File: src/rtl/core/atint_pkg.sv
package atint_pkg;

   localparam int VALUE_W    = 32;
   localparam int NUM_COLS   = 5;
   localparam int COL_W      = 3;
   localparam int ROW_IN_W   = 6;
   localparam int CSR_W      = 7;
   localparam int REGION_W   = 2;
   localparam int PROD_W     = 2 * VALUE_W;
   localparam int DIV_CYCLES = VALUE_W / 2;
   localparam int STEP_W     = 4;

   localparam logic [COL_W-1:0]  LAST_COL  = COL_W'(NUM_COLS - 1);
   localparam logic [STEP_W-1:0] LAST_STEP = STEP_W'(DIV_CYCLES - 1);

   localparam logic [REGION_W-1:0] REGION_INTERP = 2'd0;
   localparam logic [REGION_W-1:0] REGION_BELOW  = 2'd1;
   localparam logic [REGION_W-1:0] REGION_ABOVE  = 2'd2;

   localparam logic KIND_LOAD  = 1'b0;
   localparam logic KIND_QUERY = 1'b1;

   localparam logic [CSR_W-1:0] ROWS_RESET = 7'd1;

   typedef logic [NUM_COLS-1:0][VALUE_W-1:0] atint_row_type;

   typedef enum logic [3:0] {
      ST_IDLE,
      ST_SCAN,
      ST_RD_LO,
      ST_RD_HI,
      ST_CAP_HI,
      ST_CLAMP,
      ST_DIFF,
      ST_MUL,
      ST_DIV,
      ST_STORE,
      ST_FINISH
   } atint_state_type;

   typedef struct packed {
      logic             load;
      logic             start;
      logic             scan;
      logic             rd_hi;
      logic             cap_lo;
      logic             cap_hi;
      logic             cap_clamp;
      logic             diff;
      logic             mul;
      logic             div_step;
      logic             store;
      logic             out_load;
      logic [COL_W-1:0] col;
   } atint_cmd_type;

   typedef struct packed {
      logic hit;
      logic exhausted;
      logic clamp;
      logic rsp_busy;
   } atint_sts_type;

endpackage

File: src/rtl/core/atint_ctrl.sv
module atint_ctrl
   import atint_pkg::*;
(
   input  logic          clock,
   input  logic          reset,
   input  logic          req_valid,
   input  logic          req_kind,
   input  atint_sts_type sts,
   output atint_cmd_type cmd,
   output logic          req_stall
);

   atint_state_type   state_ff, state_in;
   logic [COL_W-1:0]  col_ff, col_in;
   logic [STEP_W-1:0] step_ff, step_in;

   always_ff @(posedge clock) begin
      if (reset) begin
         state_ff <= ST_IDLE;
      end else begin
         state_ff <= state_in;
      end
      col_ff  <= col_in;
      step_ff <= step_in;
   end

   always_comb begin
      state_in = state_ff;
      col_in   = col_ff;
      step_in  = step_ff;
      cmd      = '0;
      cmd.col  = col_ff;
      case (state_ff)
         ST_IDLE: begin
            if (req_valid) begin
               if (req_kind == KIND_LOAD) begin
                  cmd.load = 1'b1;
               end else begin
                  cmd.start = 1'b1;
                  state_in  = ST_SCAN;
               end
            end
         end
         ST_SCAN: begin
            cmd.scan = 1'b1;
            if (sts.hit || sts.exhausted) begin
               state_in = ST_RD_LO;
            end
         end
         ST_RD_LO: begin
            state_in = sts.clamp ? ST_CLAMP : ST_RD_HI;
         end
         ST_RD_HI: begin
            cmd.rd_hi  = 1'b1;
            cmd.cap_lo = 1'b1;
            state_in   = ST_CAP_HI;
         end
         ST_CAP_HI: begin
            cmd.cap_hi = 1'b1;
            col_in     = '0;
            state_in   = ST_DIFF;
         end
         ST_CLAMP: begin
            cmd.cap_clamp = 1'b1;
            state_in      = ST_FINISH;
         end
         ST_DIFF: begin
            cmd.diff = 1'b1;
            state_in = ST_MUL;
         end
         ST_MUL: begin
            cmd.mul  = 1'b1;
            step_in  = '0;
            state_in = ST_DIV;
         end
         ST_DIV: begin
            cmd.div_step = 1'b1;
            step_in      = step_ff + 1'b1;
            if (step_ff == LAST_STEP) begin
               state_in = ST_STORE;
            end
         end
         ST_STORE: begin
            cmd.store = 1'b1;
            if (col_ff == LAST_COL) begin
               state_in = ST_FINISH;
            end else begin
               col_in   = col_ff + 1'b1;
               state_in = ST_DIFF;
            end
         end
         ST_FINISH: begin
            if (!sts.rsp_busy) begin
               cmd.out_load = 1'b1;
               state_in     = ST_IDLE;
            end
         end
         default: begin
            state_in = ST_IDLE;
         end
      endcase
   end

   assign req_stall = (state_ff != ST_IDLE);

endmodule

File: config.mk
export PLATFORM = sky130hd
export DESIGN_NAME = atint_ctrl
export DESIGN_NICKNAME = d
export VERILOG_FILES = /design/src/rtl/core/atint_pkg.sv /design/src/rtl/core/atint_ctrl.sv
export SDC_FILE = /design/constraint.sdc
export NUM_CORES = 1
export LEC_CHECK = 0
export ABC_AREA = 1
export BUFFER_PORTS_ARGS = -buffer_cell sky130_fd_sc_hd__buf_2
export CORE_UTILIZATION = 50
export CTS_BUF_LIST = sky130_fd_sc_hd__clkbuf_4
export CTS_CLUSTER_DIAMETER = 150
export DETAILED_ROUTE_END_ITERATION = 10
export PLACE_DENSITY_LB_ADDON = 0.25
export SLEW_MARGIN = 20
export SYNTH_ARGS = -nofsm -noshare
export SYNTH_HDL_FRONTEND = slang
export SYNTH_SLANG_ARGS = --single-unit
File: constraint.sdc
create_clock -name clock -period 1.5 [get_ports clock]
set_input_delay 0.3 -clock clock [delete_from_list [all_inputs] [get_ports clock]]
set_output_delay 0.3 -clock clock [all_outputs]
set_load 0.03 [all_outputs]
==> key figures, run 1 <==
Layout
  – # fillers: 66
  – Final cell count without fillers: 163
  – Area of the multi-input gates: between 400 and 500 µm²
  – Nets: 160
  – Antenna diodes: 0
  – Share of cells above drive strength 1: approximately half
  – Reg area: about 300 µm²
  – P&R area growth vs syn: 65.6%

Pwr
  – Clock power frac: 9.1%
  – Sequential power share: between 20 and 25%
  – Sw frac: about half
  – Cell Int Power: 1.29 mW
  – Logic pwr share: ~70%
  – Power Dens Cells: 2160 nW/µm²
  – Leak: ~0.65 nW
  – Sw Pwr: approximately 1.3 mW
  – Total Power: approximately 2.6 mW
  – VDD IR max: between 1.5 and 2 mV

Hold path
  – Hold/Removal Path Class: in2reg
  – Hold Startpoint: reset
  – Hold path endpoint: state_ff[2]
  – WHS Path Cells: 2

Timing
  – Post-route clock skew: about 0.0042 ns
  – Setup TNS: -1.03 ns
  – Final period utilization: 114%
  – Final hold slack: approximately 0.18 ns
  – Slew margin rel.: roughly 77%
  – Worst Tran Pin Value: between 0.3 and 0.4 ns
  – RSZ-0062 raised after global routing: yes
  – Final Hold Violating Endpoints: 0
  – Final setup margin: -0.207 ns
  – Slew Viols, Final: 0
  – Count of final setup violators: 15
  – Minimum clock period: approximately 1.7 ns
  – Fmax: 586 MHz

GRT
  – GRT Total Usage: a little over a third
  – GRT overflow: 0
  – Initial antenna violation count: 0
  – First-pass GRT wire length: roughly 3600 µm
  – Largest net degree at the start of global routing: 8
  – Number of global-route vias before repair: a little under 800

Clock tree
  – CTS Hold Bufs: 0
  – CTS buffer count: 3
  – Latest clock arrival within the worst-skew pair: ~0.28 ns
  – Clock Sinks: 11
  – Root buf cell: clkbuf_4
  – TritonCTS clock tree: done
  – Clock slew at reported path FFs: around 0.080 ns
  – Clk buf depth: 2
  – H-tree depth: 1

Placement
  – PortBufs: 23
  – DP HPWL: approximately 1600 µm
  – Gp weighted congestion: between 0.8 and 0.9
  – Pre-CTS setup slack: 0.0339 ns
  – Placed insts: roughly 150

Yosys
  – Ys flop type: edfxtp_1
  – Mapped Area: 734 µm²
  – Largest area contributor in the netlist: edfxtp_1
  – Cells after synthesis: 103
  – Most frequent cells after synthesis: nor2_1, nand2_1, inv_1, nand3_1, edfxtp_1
  – Netlist cell types: 20
  – Flop and latch count out of synthesis: 11
  – Ys async rst share: 0%
  – Mean post-synth cell area: between 7 and 8 µm²
  – YS warnings: 0
  – Register area share after synthesis: 39.5%
  – Synth top area cells: edfxtp_1, nor2_1, dfxtp_1
  – Synth top area share: between 20% and 30%
  – Syn Nets: between 100 and 150
  – Most frequent cell after synthesis: nor2_1
  – Number of synthesized flops with an enable pin: 7

Route
  – Final Routed Wirelength: between 3000 and 4000 µm
  – Antenna-violating nets left: 0
  – Via count: about 1000
  – DRT Pass-1 Iters: 5
  – WL/cell: 19.6 µm
  – Residual DRC count: 0
  – Vias per inst: between 6 and 7
  – First DRT Iteration DRCs: 73

Critical path
  – Setup CP Type: reg2out
  – CP endpoint kind: output port
  – Worst Setup Start Kind: flip-flop
  – Cell count of the worst reg-to-reg path: 5
  – CP Buf/Inv Count: 3
  – CP Cell Sequence: buf_6 > inv_4 > nor2_4 > nand2_1 > nor2_1 > buf_4
  – Worst r2r dst: col_ff[0]
  – Reg-to-reg slack, setup: -0.01 ns
  – Top delay family on crit path: simple AND/OR/NAND/NOR gates
  – Worst stage delay on the critical path: ~0.37 ns
  – Slowest CP cell: dfxtp_2
  – Arr. time, crit path: ~1.4 ns
  – Crit-path max FO: 5
  – CP required: 1.20 ns
  – Reg-to-reg startpoint: state_ff[1]

Run status
  – Failing checks: setup timing
  – Status: finished with violations

Floorplanning
  – Core area: 1330 µm²
  – Die Y: between 40 and 50 µm
  – Initial Util: about 55%
  – Die ar.: around 1600 µm²
  – Die width: just over 40 µm
  – Num rows: 13
  – I/O pins: 24

Job
  – Max-cap violations: 0
==> layout by cell type (no fill, tap or decap), types with 2 or more instances in the layout <==
cell type  count
nor2_1        19
nand3_1       11
nand2_1       15
buf_6         12
xnor2_1        2
buf_4         19
nor2_4         8
inv_2          5
nand2_4        2
edfxtp_1       7
inv_4          3
buf_2         11
ha_1           3
inv_1         11
nand2_2        4
clkbuf_4       4
dfxtp_4        3
==> routing by layer <==
| layer | track usage [%] | wire, µm | vias to the layer above |
|---|---|---|---|
| met5 | 0 | 0 | - |
| met4 | 27.5 | 266 | 0 |
| met3 | 10.6 | 340 | 41 |
| met2 | 58.7 | 1510 | 94 |
| met1 | 37.8 | 1080 | 447 |
| li1 | - | - | 411 |
==> cell type report <==
cell class                 count  share of cell area (%)
timing repair buffer          42                    27.4
tap                           15                    1.54
inverter                      19                    6.48
sequential                    11                    24.9
clock buffer                   4                    2.47
multi-input combinational     72                    37.2
==> cells by family (layout without fill, tap and decap cells) <==
kind of cell / count (synthesis) / after routing / share of synthesized area (%)
compound gates: 3 / 3 / 2.38
xor+xnor: 3 / 3 / 3.58
fa+ha+maj: 3 / 3 / 5.11
buf+inv: 20 / 65 / 10.7
flops: 11 / 11 / 39.5
simple gates: 63 / 63 / 38.7
==> repair_timing <==
action	CTS	global route
setup endpoints to repair	13	15
gates cloned	0	0
pin swaps	4	7
buffers inserted	4	9
hold endpoints to repair	0	0
gates resized for setup	31	27
==> registers in the layout, summed over array words and instances (netlist names) <==
name	flops
state_ff	4
col_ff	3
step_ff	4
==> per-stage QoR <==
| step | util [%] | area (µm²) |
|---|---|---|
| floorplan | - | 762 |
| global placement | 70.0 | 933 |
| detailed placement | 70.0 | 933 |
| CTS | 81.2 | 1080 |
| global route | 91.2 | 1220 |
| finish | 91.2 | 1220 |
==> power groups by stage <==
stage               combinational, mW  clock (mW)  sequential, mW
floorplan                       0.811           0           0.549
global route                     1.89       0.256           0.575
global placement                 1.17           0           0.496
finish                           1.82       0.240           0.564
CTS                              1.41       0.226           0.541
detailed placement               1.22           0           0.501
==> worst max-delay path by stage <==
stage	start	endpoint	slack, ns	depth (start not counted)
floorplan	state_ff[0]	cmd[14]	-0.1	3
global placement	state_ff[1]	col_ff[2]	0.11	5
detailed placement	state_ff[0]	cmd[14]	0.03	4
CTS	state_ff[1]	cmd[3]	-0.08	6
global route	state_ff[1]	cmd[3]	-0.21	6
finish	state_ff[1]	cmd[3]	-0.21	6
Power figures use the tool's default switching activity.
==> run 2: changes to the inputs <==
- SETUP_SLACK_MARGIN: default -> 0.1
==> key figures, run 2 <==
Run status
  – Status: did not finish
  – Halt Stage: global routing
  – Halt Reason: [ERROR DPL-0033] detailed placement checks failed during check placement.

Floorplanning
  – Die width: ~40 µm
  – Initial Util: 55.1%
  – Num rows: 13
  – Die Y: just over 40 µm
  – I/O pins: 24

Clock tree
  – H-tree depth: 1
  – Clk buf depth: 2
  – Clock Sinks: 11
  – CTS Hold Bufs: 0
  – Root buf cell: clkbuf_4
  – CTS buffer count: 3

Placement
  – Placed cell areas: between 900 and 1000 µm²
  – PortBufs: 23
  – Gp weighted congestion: 0.904
  – DP HPWL: 1320 µm
  – Pre-CTS setup slack: around 0.094 ns
  – Placed insts: about 140

Yosys
  – Number of synthesized flops with an enable pin: 7
  – Flop and latch count out of synthesis: 11
  – Mean post-synth cell area: ~7.1 µm²
  – Most frequent cells after synthesis: nor2_1, nand2_1, inv_1, nand3_1, edfxtp_1
  – Synth top area cells: edfxtp_1, nor2_1, dfxtp_1
  – Largest area contributor in the netlist: edfxtp_1
  – Cells after synthesis: 103
  – Ys async rst share: 0%
  – Synth top area share: roughly 29%
  – Most frequent cell after synthesis: nor2_1
  – Syn Nets: 114
  – YS warnings: 0
  – Mapped Area: approximately 730 µm²
  – Netlist cell types: 20
  – Ys flop type: edfxtp_1
  – Register area share after synthesis: around 40%

GRT
  – Largest net degree at the start of global routing: 7
  – Initial antenna violation count: 0

Timing
  – Grt repair worst endpoint: cmd[14]
  – Worst endpoint type: output port
[run 2: cell counts after synthesis]
Identical to the previous run, type by type.
[run 2: per-stage QoR]
| stage | util (%) | hold WS (ns) |
|---|---|---|
| 2_1_floorplan | - | 0.363 |
| 3_3_place_gp | 71.7 | 0.467 |
| 3_5_place_dp | 71.7 | 0.470 |
| 4_1_cts | 86.9 | 0.189 |
[run 2: logic make-up after synthesis]
| kind of cell | share of synthesized area (%) |
|---|---|
| XOR/XNOR | 3.58 |
| flip-flops | 39.5 |
| AO/OA/AOI/OAI | 2.38 |
| buffers and inverters | 10.7 |
| adder cells (fa/ha/maj) | 5.11 |
| AND/OR/NAND/NOR | 38.7 |
[run 2: what timing repair did]
action / 4_1_cts
buffers inserted: 10
pin swaps: 6
resized for setup: 35
endpoints found under the setup margin: 17
==> run 3: changes to the inputs <==
- CORE_AREA: default -> 2 2 63 65
- CORE_UTILIZATION: 50 -> default
- CTS_BUF_LIST: sky130_fd_sc_hd__clkbuf_4 -> default
- CTS_CLUSTER_DIAMETER: 150 -> default
- DIE_AREA: default -> 0 0 65 67
- PLACE_DENSITY_LB_ADDON: 0.25 -> 0.15
- SETUP_SLACK_MARGIN: 0.1 -> default
==> key figures, run 3 (same netlist as run 1, synthesis figures left out) <==
Critical path
  – Worst Setup Start Kind: flip-flop
  – Worst path most repeated cell: buf_6
  – Cell count of the worst reg-to-reg path: 4
  – Arr. time, crit path: ~1.2 ns
  – Setup CP Type: reg2out
  – Reg-to-reg startpoint: col_ff[0]
  – CP Buf/Inv Count: 2
  – Worst stage delay on the critical path: 0.36 ns
  – CP Cell Sequence: nor2_4 > buf_6 > nand2_4 > nor3b_4 > buf_6
  – CP required: roughly 1.2 ns
  – CP endpoint kind: output port
  – Slowest CP cell: dfxtp_4
  – Crit-path max FO: 3
  – Worst r2r dst: col_ff[0]
  – Reg-to-reg slack, setup: ~0.16 ns
  – Top delay family on crit path: flip-flops

Route
  – Final Routed Wirelength: approximately 2000 µm
  – Residual DRC count: 0
  – Antenna-violating nets left: 0
  – First DRT Iteration DRCs: 23
  – Via count: slightly below 800
  – WL/cell: roughly 11 µm
  – Vias per inst: slightly above 4
  – DRT Pass-1 Iters: 4

Layout
  – Antenna diodes: 0
  – Final cell count without fillers: roughly 190
  – P&R area growth vs syn: 67.6%
  – Most common cell after layout, fill and taps aside: nor2_1
  – Final instance area: about 1200 µm²
  – Nets: between 150 and 200
  – Top Registers: state_ff (4), step_ff (4), col_ff (3)
  – Most frequent cells in the layout: nor2_1, nand2_1, buf_6, buf_2, buf_4
  – Share of cells above drive strength 1: around half

Clock tree
  – Clock slew at reported path FFs: approximately 0.050 ns
  – Root buf cell: clkbuf_8
  – H-tree depth: 1
  – Clk buf depth: 2
  – Latest clock arrival within the worst-skew pair: ~0.24 ns
  – Clock Sinks: 11
  – TritonCTS clock tree: done
  – CTS buffer count: 3

Timing
  – Slew margin rel.: approximately 90%
  – Count of final setup violators: 1
  – Worst Tran Pin Value: roughly 0.18 ns
  – RSZ-0062 raised after global routing: yes
  – Fmax: 664 MHz
  – Minimum clock period: 1.51 ns
  – Final setup margin: -0.00619 ns
  – Slew Viols, Final: 0
  – Final period utilization: 100%
  – Final hold slack: approximately 0.23 ns
  – Post-route clock skew: ~0.0042 ns
  – Final Hold Violating Endpoints: 0

GRT
  – GRT Total Usage: about a tenth
  – GRT overflow: 0
  – Largest net degree at the start of global routing: 8
  – Number of global-route vias before repair: 748
  – Initial antenna violation count: 0
  – First-pass GRT wire length: roughly 3200 µm

Floorplanning
  – I/O pins: 24
  – Core area: 3610 µm²
  – Die width: about 65 µm
  – Initial Util: 20.4%
  – Num rows: 22
  – Die Y: 67 µm
  – Die ar.: roughly 4400 µm²

Run status
  – Status: finished with violations
  – Failing checks: setup timing

Hold path
  – Hold Startpoint: reset
  – Hold/Removal Path Class: in2reg
  – Hold path endpoint: state_ff[2]
  – WHS Path Cells: 2

Job
  – Max-cap violations: 0

Pwr
  – Leak: 0.624 nW
  – VDD IR max: between 0.8 and 0.9 mV
  – Power Dens Cells: 1980 nW/µm²

Placement
  – Placed insts: roughly 180
  – PortBufs: 23
  – DP HPWL: ~1600 µm
  – Placed cell areas: 990 µm²
  – Gp weighted congestion: approximately 0.76
  – Pre-CTS setup slack: around 0.14 ns
run 3: layer usage:
layer / up-vias / part of all wire [%] / routed length, µm / global-route usage [%]
li1: 400 / - / - / -
met2: 16 / 50 / 1020 / 16.4
met5: - / 0 / 0 / 0
met1: 355 / 43 / 871 / 12.0
met3: 2 / 5.3 / 107 / 3.21
met4: 0 / 1.3 / 27 / 4.26
run 3: how the worst max path moves through the flow:
stage	startpoint	end	slack [ns]	cells past startpoint
floorplan	state_ff[0]	cmd[14]	-0.1	3
global placement	state_ff[2]	cmd[11]	0.14	5
detailed placement	col_ff[0]	col_ff[2]	0.14	4
CTS	state_ff[0]	cmd[6]	-0.02	6
global route	state_ff[1]	cmd[3]	-0.05	6
finish	state_ff[1]	cmd[14]	-0.006	5
run 3: final cells by class:
class,instances,area [µm²]
clock buffer,4,45.0
fill,388,2370
inverter,19,78.8
multi-input combinational,72,445
sequential,11,305
tap,48,60.1
timing repair buffer,37,297
run 3: through the flow:
step	TNS [ns]	total power [mW]	utilization, %
2_1_floorplan	-0.112	1.36	-
3_3_place_gp	0	1.75	27.4
3_5_place_dp	0	1.74	27.4
4_1_cts	-0.0630	2.18	30.6
5_1_grt	-0.241	2.63	34.1
6_report	-0.00619	2.44	34.1
run 3: where the power goes:
part	leakage (nW)	total (mW)	switching, mW	internal (mW)
Combinational	0.500	1.56	0.901	0.656
Sequential	0.101	0.572	0.118	0.454
Clock	0.0228	0.309	0.121	0.187
run 3: worst register-to-register path: stages, from the launching register on:
cell,delay [ns]
edfxtp_1,0.44
inv_1,0.09
ha_1,0.17
a21oi_1,0.08
or2_2,0.32
run 3: repair_timing:
| item | 4_1_cts | 5_1_grt |
|---|---|---|
| hold buffers | 0 | 0 |
| pin swaps | 3 | 8 |
| setup buffers | 2 | 4 |
| endpoints found under the setup margin | 11 | 12 |
| resized for setup | 21 | 37 |
| gates cloned | 0 | 0 |
